### src/rtl/ptdt_pkg.sv
// Shared types and codes for the periodic task deadline table.
`default_nettype none
package ptdt_pkg;

  typedef enum logic [2:0] {
    KIND_FIRED    = 3'd0,
    KIND_ADD_OK   = 3'd1,
    KIND_ADD_FULL = 3'd2,
    KIND_WAIT     = 3'd3,
    KIND_RERUN    = 3'd4,
    KIND_EMPTY    = 3'd5
  } kind_t;

  typedef enum logic {
    REQ_ADD  = 1'b0,
    REQ_SCAN = 1'b1
  } req_type_t;

  typedef struct packed {
    req_type_t   req_type;
    logic [31:0] interval;
    logic [31:0] now;
  } req_t;

  typedef struct packed {
    kind_t       kind;
    logic [3:0]  task_index;
    logic [31:0] wake_time;
    logic        last;
  } rsp_t;

  typedef enum logic {
    ALU_ADD = 1'b0,
    ALU_LE  = 1'b1
  } alu_op_t;

  typedef struct packed {
    alu_op_t     op;
    logic [31:0] a;
    logic [31:0] b;
  } alu_req_t;

  typedef enum logic [2:0] {
    ST_IDLE,
    ST_ADD,
    ST_SCAN_CMP,
    ST_SCAN_UPD,
    ST_SCAN_MIN,
    ST_SCAN_END
  } state_t;

endpackage
`default_nettype wire

### src/rtl/ptdt_ram.sv
// Generic single-write, single-read RAM with registered read data.
`default_nettype none
module ptdt_ram #(
  parameter int WIDTH = 32,
  parameter int DEPTH = 16
) (
  input  wire logic                                   clk,
  input  wire logic                                   we,
  input  wire logic [((DEPTH > 1) ? $clog2(DEPTH) : 1)-1:0] waddr,
  input  wire logic [WIDTH-1:0]                       wdata,
  input  wire logic [((DEPTH > 1) ? $clog2(DEPTH) : 1)-1:0] raddr,
  output logic      [WIDTH-1:0]                       rdata
);

  logic [WIDTH-1:0] mem [DEPTH];

  always_ff @(posedge clk) begin
    if (we) begin
      mem[waddr] <= wdata;
    end
    rdata <= mem[raddr];
  end

endmodule
`default_nettype wire

### src/rtl/ptdt_alu.sv
// Shared 32-bit adder and unsigned less-or-equal comparator.
`default_nettype none
module ptdt_alu
  import ptdt_pkg::*;
(
  input  wire alu_req_t    req,
  output logic [31:0]      sum,
  output logic             le
);

  always_comb begin
    sum = 32'd0;
    le  = 1'b0;
    unique case (req.op)
      ALU_ADD: sum = req.a + req.b;
      ALU_LE:  le  = (req.a <= req.b);
      default: begin
        sum = 32'd0;
        le  = 1'b0;
      end
    endcase
  end

endmodule
`default_nettype wire

### src/rtl/periodic_task_deadline_table.sv
// Top level of the periodic task deadline table: sequencer, stores and result register.
`default_nettype none
// Table of up to MAX_TASKS periodic tasks, each with a period and a next deadline.
// Issue a transaction by raising start with req while busy is low; the transaction
// is taken at that edge. An add appends a task whose deadline is now + interval
// (wrapping at 32 bits) and answers add ok with the new index, or add full when
// the table holds MAX_TASKS tasks. A scan walks the tasks in index order: each
// task whose deadline is at or before now gives a fired result and gets the new
// deadline period + now; a final result then carries the minimum deadline (the
// running minimum starts at task 0's deadline before the scan) and says wait
// (minimum after now) or rerun; an empty table answers empty. Every result sits
// on rsp for exactly one cycle with rsp_valid high and the receiver cannot stall
// it; last marks the final result of a transaction, and busy is already low in
// that cycle. All arithmetic runs through one shared adder/comparator that
// does one operation per cycle, and each task costs one compare of its deadline,
// one add when it fires, and one compare against the running minimum; the stores
// have a registered read port, so the next entry is fetched while the current
// one finishes.
module periodic_task_deadline_table
  import ptdt_pkg::*;
#(
  parameter int MAX_TASKS = 16
) (
  input  wire logic clk,
  input  wire logic rst,
  input  wire logic start,
  output logic      busy,
  input  wire req_t req,
  output logic      rsp_valid,
  output rsp_t      rsp
);

  localparam int IDXW = (MAX_TASKS > 1) ? $clog2(MAX_TASKS) : 1;
  localparam int CNTW = $clog2(MAX_TASKS + 1);

  state_t state, state_next;

  logic [CNTW-1:0] task_count;
  logic [IDXW-1:0] idx, idx_next;
  logic [31:0]     now_r, ival_r;
  logic [31:0]     cur, cur_next;
  logic [31:0]     minv, minv_next;

  logic            accept;
  logic            full;
  logic            last_entry;
  logic [CNTW-1:0] idx_ext;

  // Store ports
  logic            dl_we, pd_we;
  logic [IDXW-1:0] dl_waddr, wr_slot;
  logic [31:0]     dl_rdata, pd_rdata;

  // Shared unit
  alu_req_t        alu_req;
  logic [31:0]     alu_sum;
  logic            alu_le;

  // Result register inputs
  logic            res_load;
  rsp_t            res_next;
  logic [IDXW+3:0] idx_wide;
  logic [IDXW+3:0] slot_wide;

  assign accept     = start && !busy;
  assign busy       = (state != ST_IDLE);
  assign full       = (task_count == CNTW'(MAX_TASKS));
  assign idx_ext    = CNTW'(idx);
  assign last_entry = ((idx_ext + CNTW'(1)) == task_count);
  assign wr_slot    = task_count[IDXW-1:0];
  assign idx_wide   = {4'd0, idx};
  assign slot_wide  = {4'd0, wr_slot};

  ptdt_alu u_alu (
    .req (alu_req),
    .sum (alu_sum),
    .le  (alu_le)
  );

  // Deadline store: written by add and by a fired task, read at the next index.
  ptdt_ram #(.WIDTH(32), .DEPTH(MAX_TASKS)) u_deadline_ram (
    .clk   (clk),
    .we    (dl_we),
    .waddr (dl_waddr),
    .wdata (alu_sum),
    .raddr (idx_next),
    .rdata (dl_rdata)
  );

  // Period store: written only by add.
  ptdt_ram #(.WIDTH(32), .DEPTH(MAX_TASKS)) u_period_ram (
    .clk   (clk),
    .we    (pd_we),
    .waddr (wr_slot),
    .wdata (ival_r),
    .raddr (idx_next),
    .rdata (pd_rdata)
  );

  // Next state and scan index
  always_comb begin
    state_next = state;
    idx_next   = idx;
    unique case (state)
      ST_IDLE: begin
        idx_next = '0;
        if (accept) begin
          if (req.req_type == REQ_ADD) begin
            if (!full) state_next = ST_ADD;
          end else if (task_count != '0) begin
            state_next = ST_SCAN_CMP;
          end
        end
      end
      ST_ADD:      state_next = ST_IDLE;
      ST_SCAN_CMP: state_next = alu_le ? ST_SCAN_UPD : ST_SCAN_MIN;
      ST_SCAN_UPD: state_next = ST_SCAN_MIN;
      ST_SCAN_MIN: begin
        // advance; the store read for the next entry starts this cycle
        idx_next   = idx + IDXW'(1);
        state_next = last_entry ? ST_SCAN_END : ST_SCAN_CMP;
      end
      ST_SCAN_END: state_next = ST_IDLE;
      default:     state_next = ST_IDLE;
    endcase
  end

  // Datapath control and results
  always_comb begin
    alu_req   = '{op: ALU_ADD, a: ival_r, b: now_r};
    dl_we     = 1'b0;
    dl_waddr  = idx;
    pd_we     = 1'b0;
    res_load  = 1'b0;
    res_next  = '{kind: KIND_FIRED, task_index: 4'd0, wake_time: 32'd0, last: 1'b1};
    cur_next  = cur;
    minv_next = minv;
    unique case (state)
      ST_IDLE: begin
        if (accept) begin
          if (req.req_type == REQ_ADD) begin
            if (full) begin
              res_load      = 1'b1;
              res_next.kind = KIND_ADD_FULL;
            end
          end else if (task_count == '0) begin
            res_load      = 1'b1;
            res_next.kind = KIND_EMPTY;
          end
        end
      end
      ST_ADD: begin
        // deadline = interval + now, period = interval
        dl_we               = 1'b1;
        dl_waddr            = wr_slot;
        pd_we               = 1'b1;
        res_load            = 1'b1;
        res_next.kind       = KIND_ADD_OK;
        res_next.task_index = slot_wide[3:0];
      end
      ST_SCAN_CMP: begin
        alu_req  = '{op: ALU_LE, a: dl_rdata, b: now_r};
        cur_next = dl_rdata;
        if (idx == '0) minv_next = dl_rdata;
      end
      ST_SCAN_UPD: begin
        alu_req             = '{op: ALU_ADD, a: pd_rdata, b: now_r};
        dl_we               = 1'b1;
        cur_next            = alu_sum;
        res_load            = 1'b1;
        res_next.kind       = KIND_FIRED;
        res_next.task_index = idx_wide[3:0];
        res_next.last       = 1'b0;
      end
      ST_SCAN_MIN: begin
        alu_req = '{op: ALU_LE, a: minv, b: cur};
        if (!alu_le) minv_next = cur;
      end
      ST_SCAN_END: begin
        alu_req            = '{op: ALU_LE, a: minv, b: now_r};
        res_load           = 1'b1;
        res_next.kind      = alu_le ? KIND_RERUN : KIND_WAIT;
        res_next.wake_time = minv;
      end
      default: begin
        res_load = 1'b0;
      end
    endcase
  end

  // Control state
  always_ff @(posedge clk) begin
    if (rst) begin
      state      <= ST_IDLE;
      task_count <= '0;
      rsp_valid  <= 1'b0;
    end else begin
      state     <= state_next;
      rsp_valid <= res_load;
      if (state == ST_ADD) begin
        task_count <= task_count + CNTW'(1);
      end
    end
  end

  // Payload registers
  always_ff @(posedge clk) begin
    idx  <= idx_next;
    cur  <= cur_next;
    minv <= minv_next;
    if (accept) begin
      now_r  <= req.now;
      ival_r <= req.interval;
    end
    if (res_load) begin
      rsp <= res_next;
    end
  end

  // Only the final result of a transaction is anything but a fired result.
  a_fired_not_last: assert property (@(posedge clk) disable iff (rst)
    rsp_valid && !rsp.last |-> rsp.kind == KIND_FIRED)
    else $error("non-final result is not a fired result");

  // The final result comes out as the sequencer returns to idle.
  a_last_idle: assert property (@(posedge clk) disable iff (rst)
    rsp_valid && rsp.last |-> !busy)
    else $error("final result while still busy");

  // An accepted transaction either answers at once or keeps the block busy.
  a_accept_progress: assert property (@(posedge clk) disable iff (rst)
    start && !busy |=> rsp_valid || busy)
    else $error("accepted transaction dropped");

  // The task count never passes the table size.
  a_count_bound: assert property (@(posedge clk) disable iff (rst)
    task_count <= CNTW'(MAX_TASKS))
    else $error("task count beyond table size");

endmodule
`default_nettype wire

### config.mk
export PLATFORM = sky130hd
export DESIGN_NAME = periodic_task_deadline_table
export DESIGN_NICKNAME = d
export VERILOG_FILES = /design/src/rtl/ptdt_pkg.sv /design/src/rtl/ptdt_ram.sv /design/src/rtl/ptdt_alu.sv /design/src/rtl/periodic_task_deadline_table.sv
export SDC_FILE = /design/constraint.sdc
export NUM_CORES = 2
export LEC_CHECK = 0
export BUFFER_PORTS_ARGS = -buffer_cell sky130_fd_sc_hd__buf_2
export CORE_MARGIN = 10
export CORE_UTILIZATION = 50
export CTS_CLUSTER_DIAMETER = 150
export DETAILED_ROUTE_END_ITERATION = 16
export GPL_TIMING_DRIVEN = 1
export HOLD_SLACK_MARGIN = 0.08
export PLACE_DENSITY_LB_ADDON = 0.2
export SYNTH_ARGS = -nofsm -noshare
export SYNTH_HDL_FRONTEND = slang
export SYNTH_HIERARCHICAL = 1
export SYNTH_SLANG_ARGS = --single-unit
export TNS_END_PERCENT = 1
### constraint.sdc
create_clock -name clk -period 9.2 [get_ports clk]
set_input_delay 0.92 -clock clk [delete_from_list [all_inputs] [get_ports clk]]
set_output_delay 0.92 -clock clk [all_outputs]
set_load 0.02 [all_outputs]
---- After elaboration in Yosys (flattened, before gate mapping) ----
Memory sizes are Yosys's and may differ from the RTL's. A register that Yosys moved wholly into a read port is not among the register bits.
Index checks and enable logic that the tools add are counted.
cells by class
  $add $sub $neg .......................... 4
  magnitude comparators ................... 1
  equality and inequality tests ........... 12
  mux-type cells .......................... 35
  reduce and logical (&&, ||, !) cells .... 13
operator list
  kind                                                                    count
  65-bit one-hot mux with 4 select lines                                  1
  32-bit one-hot mux with 2 select lines                                  2
  32-bit two-way mux                                                      3
  32-bit adder                                                            1
  32-bit <= comparator                                                    1
  3-bit two-way mux                                                       10
  4-bit one-hot mux with 2 select lines                                   2
  1-bit two-way mux                                                       12
  3-bit one-hot mux with 4 select lines                                   1
  3-bit one-hot mux with 3 select lines                                   1
  3-bit by 2-bit equality test with 1-bit output (second input constant)  2
  3-bit equality test (second input constant)                             2
  2-bit != test (second input constant)                                   3
  3-bit != test (second input constant)                                   2
  3-bit AND reduction                                                     2
  4-bit by 1-bit adder with 5-bit output (second input constant)          1
  5-bit by 1-bit adder with 5-bit output (second input constant)          1
  5-bit equality test                                                     1
  5-bit equality test (second input constant)                             1
  5-bit logical NOT                                                       1
  5-bit nonzero test                                                      1
  4-bit by 1-bit adder with 4-bit output (second input constant)          1
  4-bit logical NOT                                                       1
  4-bit two-way mux                                                       1
  10 further kinds                                                        11
storage, ports and cells
  flip-flop bits (word level) ............. 181
  RAM bits ................................ 1024
  bits of input ports ..................... 68
  output and inout bits ................... 42
  logic and storage cells ................. 79
  memories ................................ 2
memories
  memory              words  width  read ports  clocked after Yosys merged registers in  wr ports  RTL line        text
  u_deadline_ram.mem  16     32     1           1                                        1         ptdt_ram.sv:15  logic [WIDTH-1:0] mem [DEPTH];
  u_period_ram.mem    16     32     1           1                                        1         ptdt_ram.sv:15

---- Longest topological paths before layout ----
  depth after elaboration ................. 6
  depth in mapped cells ................... 22
  gate-level depth less buffers ........... 17

---- By module ----
The synthesis kept the hierarchy.
modules (own cells, without submodules)
  module                        times used  cells each  area an instance (sq um)  sequential area each (sq um)
  ptdt_ram at u_period_ram      1           838         19854.0                   16015.4
  ptdt_ram at u_deadline_ram    1           838         19835.3                   16015.4
  periodic_task_deadline_table  1           719         8550.7                    5305.1
  ptdt_alu                      1           441         2889.0                    0.0

---- Least setup slack after synthesis ----
Ideal clock, no wire load.
  path kind ............................... register to register
  start point ............................. register state[0]
  end point ............................... register minv[0], enable pin
  library setup time ...................... 421 ps
  arrival ................................. 4297 ps
  data required time ...................... 8779 ps
  setup slack ............................. 4482 ps
  stages on the path, launching flop included .. 17
  buffers on the path ..................... 4
  clock period less this slack ............ 4718 ps
  path through ............................ dfxtp_1 -> buf_2 -> buf_4 -> buf_2 -> mux2i_1 -> nand2_1 -> o211ai_1 -> o21ai_0 -> ha_1 -> clkbuf_1 -> nand4_1 -> or4_1 -> a21oi_1 -> nand2_1 -> nor2_1 -> a21oi_1 -> nor2_1
RTL lines
  element                   RTL line                             text
  start: declaration        periodic_task_deadline_table.sv:36   state_t state, state_next;
  start signal: assignment  periodic_task_deadline_table.sv:198  state <= state_next;
  end signal: assignment    periodic_task_deadline_table.sv:210  minv <= minv_next;
  end: declaration          periodic_task_deadline_table.sv:42   logic [31:0] minv, minv_next;

==> summary.txt <==
Timing
  • Relative slew slack: 13.0%
  • Setup TNS: 0 ps
  • Final min period: 5470 ps
  • RSZ-0062 raised after global routing: no
  • Final Hold Viols: 0
  • Fmax achieved: 183 MHz
  • Final setup viols: 0
  • Crit share post-route: 59.4%
  • Worst Tran Pin Value: 1300 ps
  • Clock Skew: 23.4 ps
  • Pins Over Slew Limit: 0

Clock network
  • Root Buffer: clkbuf_16
  • Maximum buffer depth of the clock tree: 3
  • CTS clk-pin slew, worst paths: 60 ps
  • Post_cts resized: 0
  • CTS Sinks: 1,269
  • Clock Latency Late Sink: 740 ps
  • Clock tree from TritonCTS: done
  • Hold buffer count at cts: 0
  • H-tree depth reported by CTS: 4
  • Post-CTS setup buffers: 0
  • CTS Buf Count: 134

Floorplanning
  • Die H: 340 µm
  • Io pins: 110
  • Die W: 340 µm
  • Core ar.: 0.102 mm²
  • Row count: 117
  • Die footprint: 0.115 mm²
  • Starting Density: 50.3%

Synth
  • Yosys reg bits: 1,269
  • Ys flop type: edfxtp_1
  • Synth Cell Area: 0.0511 mm²
  • Async SR Flop Fraction: 0%
  • EDFF count, synth: 1,192
  • Register area share after synthesis: 73.0%
  • Avg Cell Area, Syn: 18.0 µm²
  • Yosys cell types: 72
  • Syn Nets: 2,972
  • Cells after Synth: 2,836
  • Synth warn: 6

Global route
  • Vias in the first global route: 27,481
  • Grt ovf: 0
  • Antenna violations before repair: 3
  • Largest net degree at the start of global routing: 129
  • Tot GR Track Use: 21.7%
  • First-pass GRT wire length: 185 mm

Power and ir drop
  • Worst VDD drop: 0.153 mV
  • LEAKAGE: 18.9 nW
  • Pwr dens: 230 mW/mm²

Drt
  • First DRT Iteration DRCs: 2,701
  • Wire length per cell: 28.2 µm
  • Final WL: 126 mm
  • Via density: 6.04
  • Antenna viol nets, final: 0
  • Drt drc: 0
  • Via Count: 27,009
  • 1st-pass router iterations: 6

Placed design
  • Inst Count DP: 4,230
  • Routability cong.: 0.896
  • Port bufs: 109
  • Final HPWL from detailed placement: 72.5 mm

Min path
  • Type of the most critical hold path: in -> reg

Outcome
  • Status: finished, final reports clean

Final layout
  • Area Overhead vs Synth: 13.0%
  • Most common cell after layout, fill and taps aside: edfxtp_1
  • Share of cells above drive strength 1: 23.6%
  • Finished Layout Cells: 4,473
  • Final #Nets: 3,134
  • Most frequent cells in the layout: edfxtp_1, nand2_1, mux4_2, clkbuf_16, a22oi_1

Worst setup path
  • CP Class: reg -> reg
  • CP endpoint kind: flop
  • Critical Path AT: 6060 ps
  • Setup crit start kind: flop
  • Critical Path RT: 9800 ps
  • CP Max Fanout: 68

Job
  • Max Cap Violations: 0
[routing by layer]
| layer | routed length [µm] | share of wire [%] | vias to the layer above | global-route usage (%) |
|---|---|---|---|---|
| li1 | - | - | 11590 | - |
| met1 | 51700 | 41 | 14175 | 29.2 |
| met2 | 62600 | 50 | 1056 | 35.9 |
| met3 | 8800 | 7.0 | 188 | 3.92 |
| met4 | 3060 | 2.4 | 0 | 6.76 |
| met5 | 0 | 0 | - | 0 |
[synthesized netlist by cell type (4+ instances only)]
master / n / area share (%)
mux2_2: 39 / 0.86
or3_1: 10 / 0.12
ha_1: 67 / 1.6
o21bai_1: 9 / 0.13
a21o_1: 11 / 0.16
buf_1: 29 / 0.21
nand2_1: 291 / 2.1
a31oi_1: 8 / 0.098
edfxtp_1: 1192 / 70
a21oi_1: 46 / 0.45
a211o_1: 4 / 0.069
o21ai_0: 67 / 0.66
buf_6: 7 / 0.15
a211oi_1: 5 / 0.073
buf_4: 23 / 0.34
o211ai_1: 38 / 0.56
nand2b_1: 10 / 0.12
nor2_1: 98 / 0.72
xnor2_1: 22 / 0.38
or2_2: 6 / 0.073
nor3_1: 15 / 0.15
dfxtp_1: 77 / 3.0
mux2i_1: 64 / 1.3
inv_1: 72 / 0.53
buf_2: 34 / 0.33
clkbuf_1: 52 / 0.38
a22oi_1: 130 / 1.9
nand3b_1: 6 / 0.088
nor2b_1: 17 / 0.21
nand3_1: 7 / 0.069
nor4_1: 8 / 0.098
mux4_2: 256 / 11
nand4_1: 12 / 0.15
and2_1: 37 / 0.45
xor2_1: 7 / 0.12
[where the power goes]
group	internal (mW)	total [mW]	switching [mW]
logic	0.334	1.16	0.826
clock network	3.03	5.22	2.19
registers	6.77	6.89	0.117
total	10.1	13.3	3.13
[path summary, 6_finish.rpt]
check	start	end	cells after the start	slack (ps)
worst max register to register	state[2]	cur[28]	15	3730
worst max-delay path	state[2]	cur[28]	15	3730
worst min register to register	cur[12]	minv[12]	2	540
worst min-delay path	req[29]	now_r[29]	1	350
[registers in the layout, summed over array words and instances, names as in the netlist, 3 cells and up]
signal and flops:
u_deadline_ram/mem 512, u_deadline_ram/rdata 32, state 3, u_period_ram/rdata 32, now_r 32, rsp 40
u_period_ram/mem 512, ival_r 32, minv 32, cur 32, task_count 5, idx 4
[kinds of logic (layout without fill, tap and decap cells)]
family / after synthesis / count (layout) / share of synthesized area, %
fa+ha+maj: 68 / 68 / 1.68
flops: 1269 / 1269 / 73.0
xor+xnor: 29 / 29 / 0.497
mux: 359 / 359 / 13.4
simple gates: 542 / 542 / 4.80
buf+inv: 219 / 487 / 1.96
compound gates: 350 / 350 / 4.65
other cells: 0 / 1 / 0
[worst max-delay path, stage by stage (launching register included)]
cell	delay (ps)
dfxtp_2	350
inv_2	80
buf_4	520
or2_2	220
buf_4	590
nand2_1	110
nand2_1	120
inv_1	50
ha_1	430
nor4_1	830
nand3_1	170
a31oi_1	350
o41a_1	220
o21ai_0	80
a21oi_1	820
mux2_2	300
[metrics by stage]
step | total power [mW] | util, % | setup slack, ps | cell area, µm² | hold WS, ps
after floorplan | 7.70 | - | 4480 | 51100 | 502
after global placement | 8.11 | 52.7 | 3950 | 53500 | 515
after detailed placement | 8.16 | 52.7 | 3750 | 53500 | 531
after CTS | 13.4 | 56.9 | 3710 | 57800 | 304
after global routing | 13.7 | 56.9 | 3350 | 57800 | 325
final | 13.3 | 56.9 | 3730 | 57800 | 353
[layout make-up]
cell class | count | area [µm²]
Sequential cell | 1269 | 37300
Multi-Input combinational cell | 1348 | 13100
Antenna cell | 1 | 2.50
Timing Repair Buffer | 171 | 1040
Inverter | 74 | 278
Tap cell | 1368 | 1710
Fill cell | 7765 | 43800
Clock buffer | 170 | 3640
Clock inverter | 72 | 617
No activity file was read; power rests on OpenSTA's default activity.
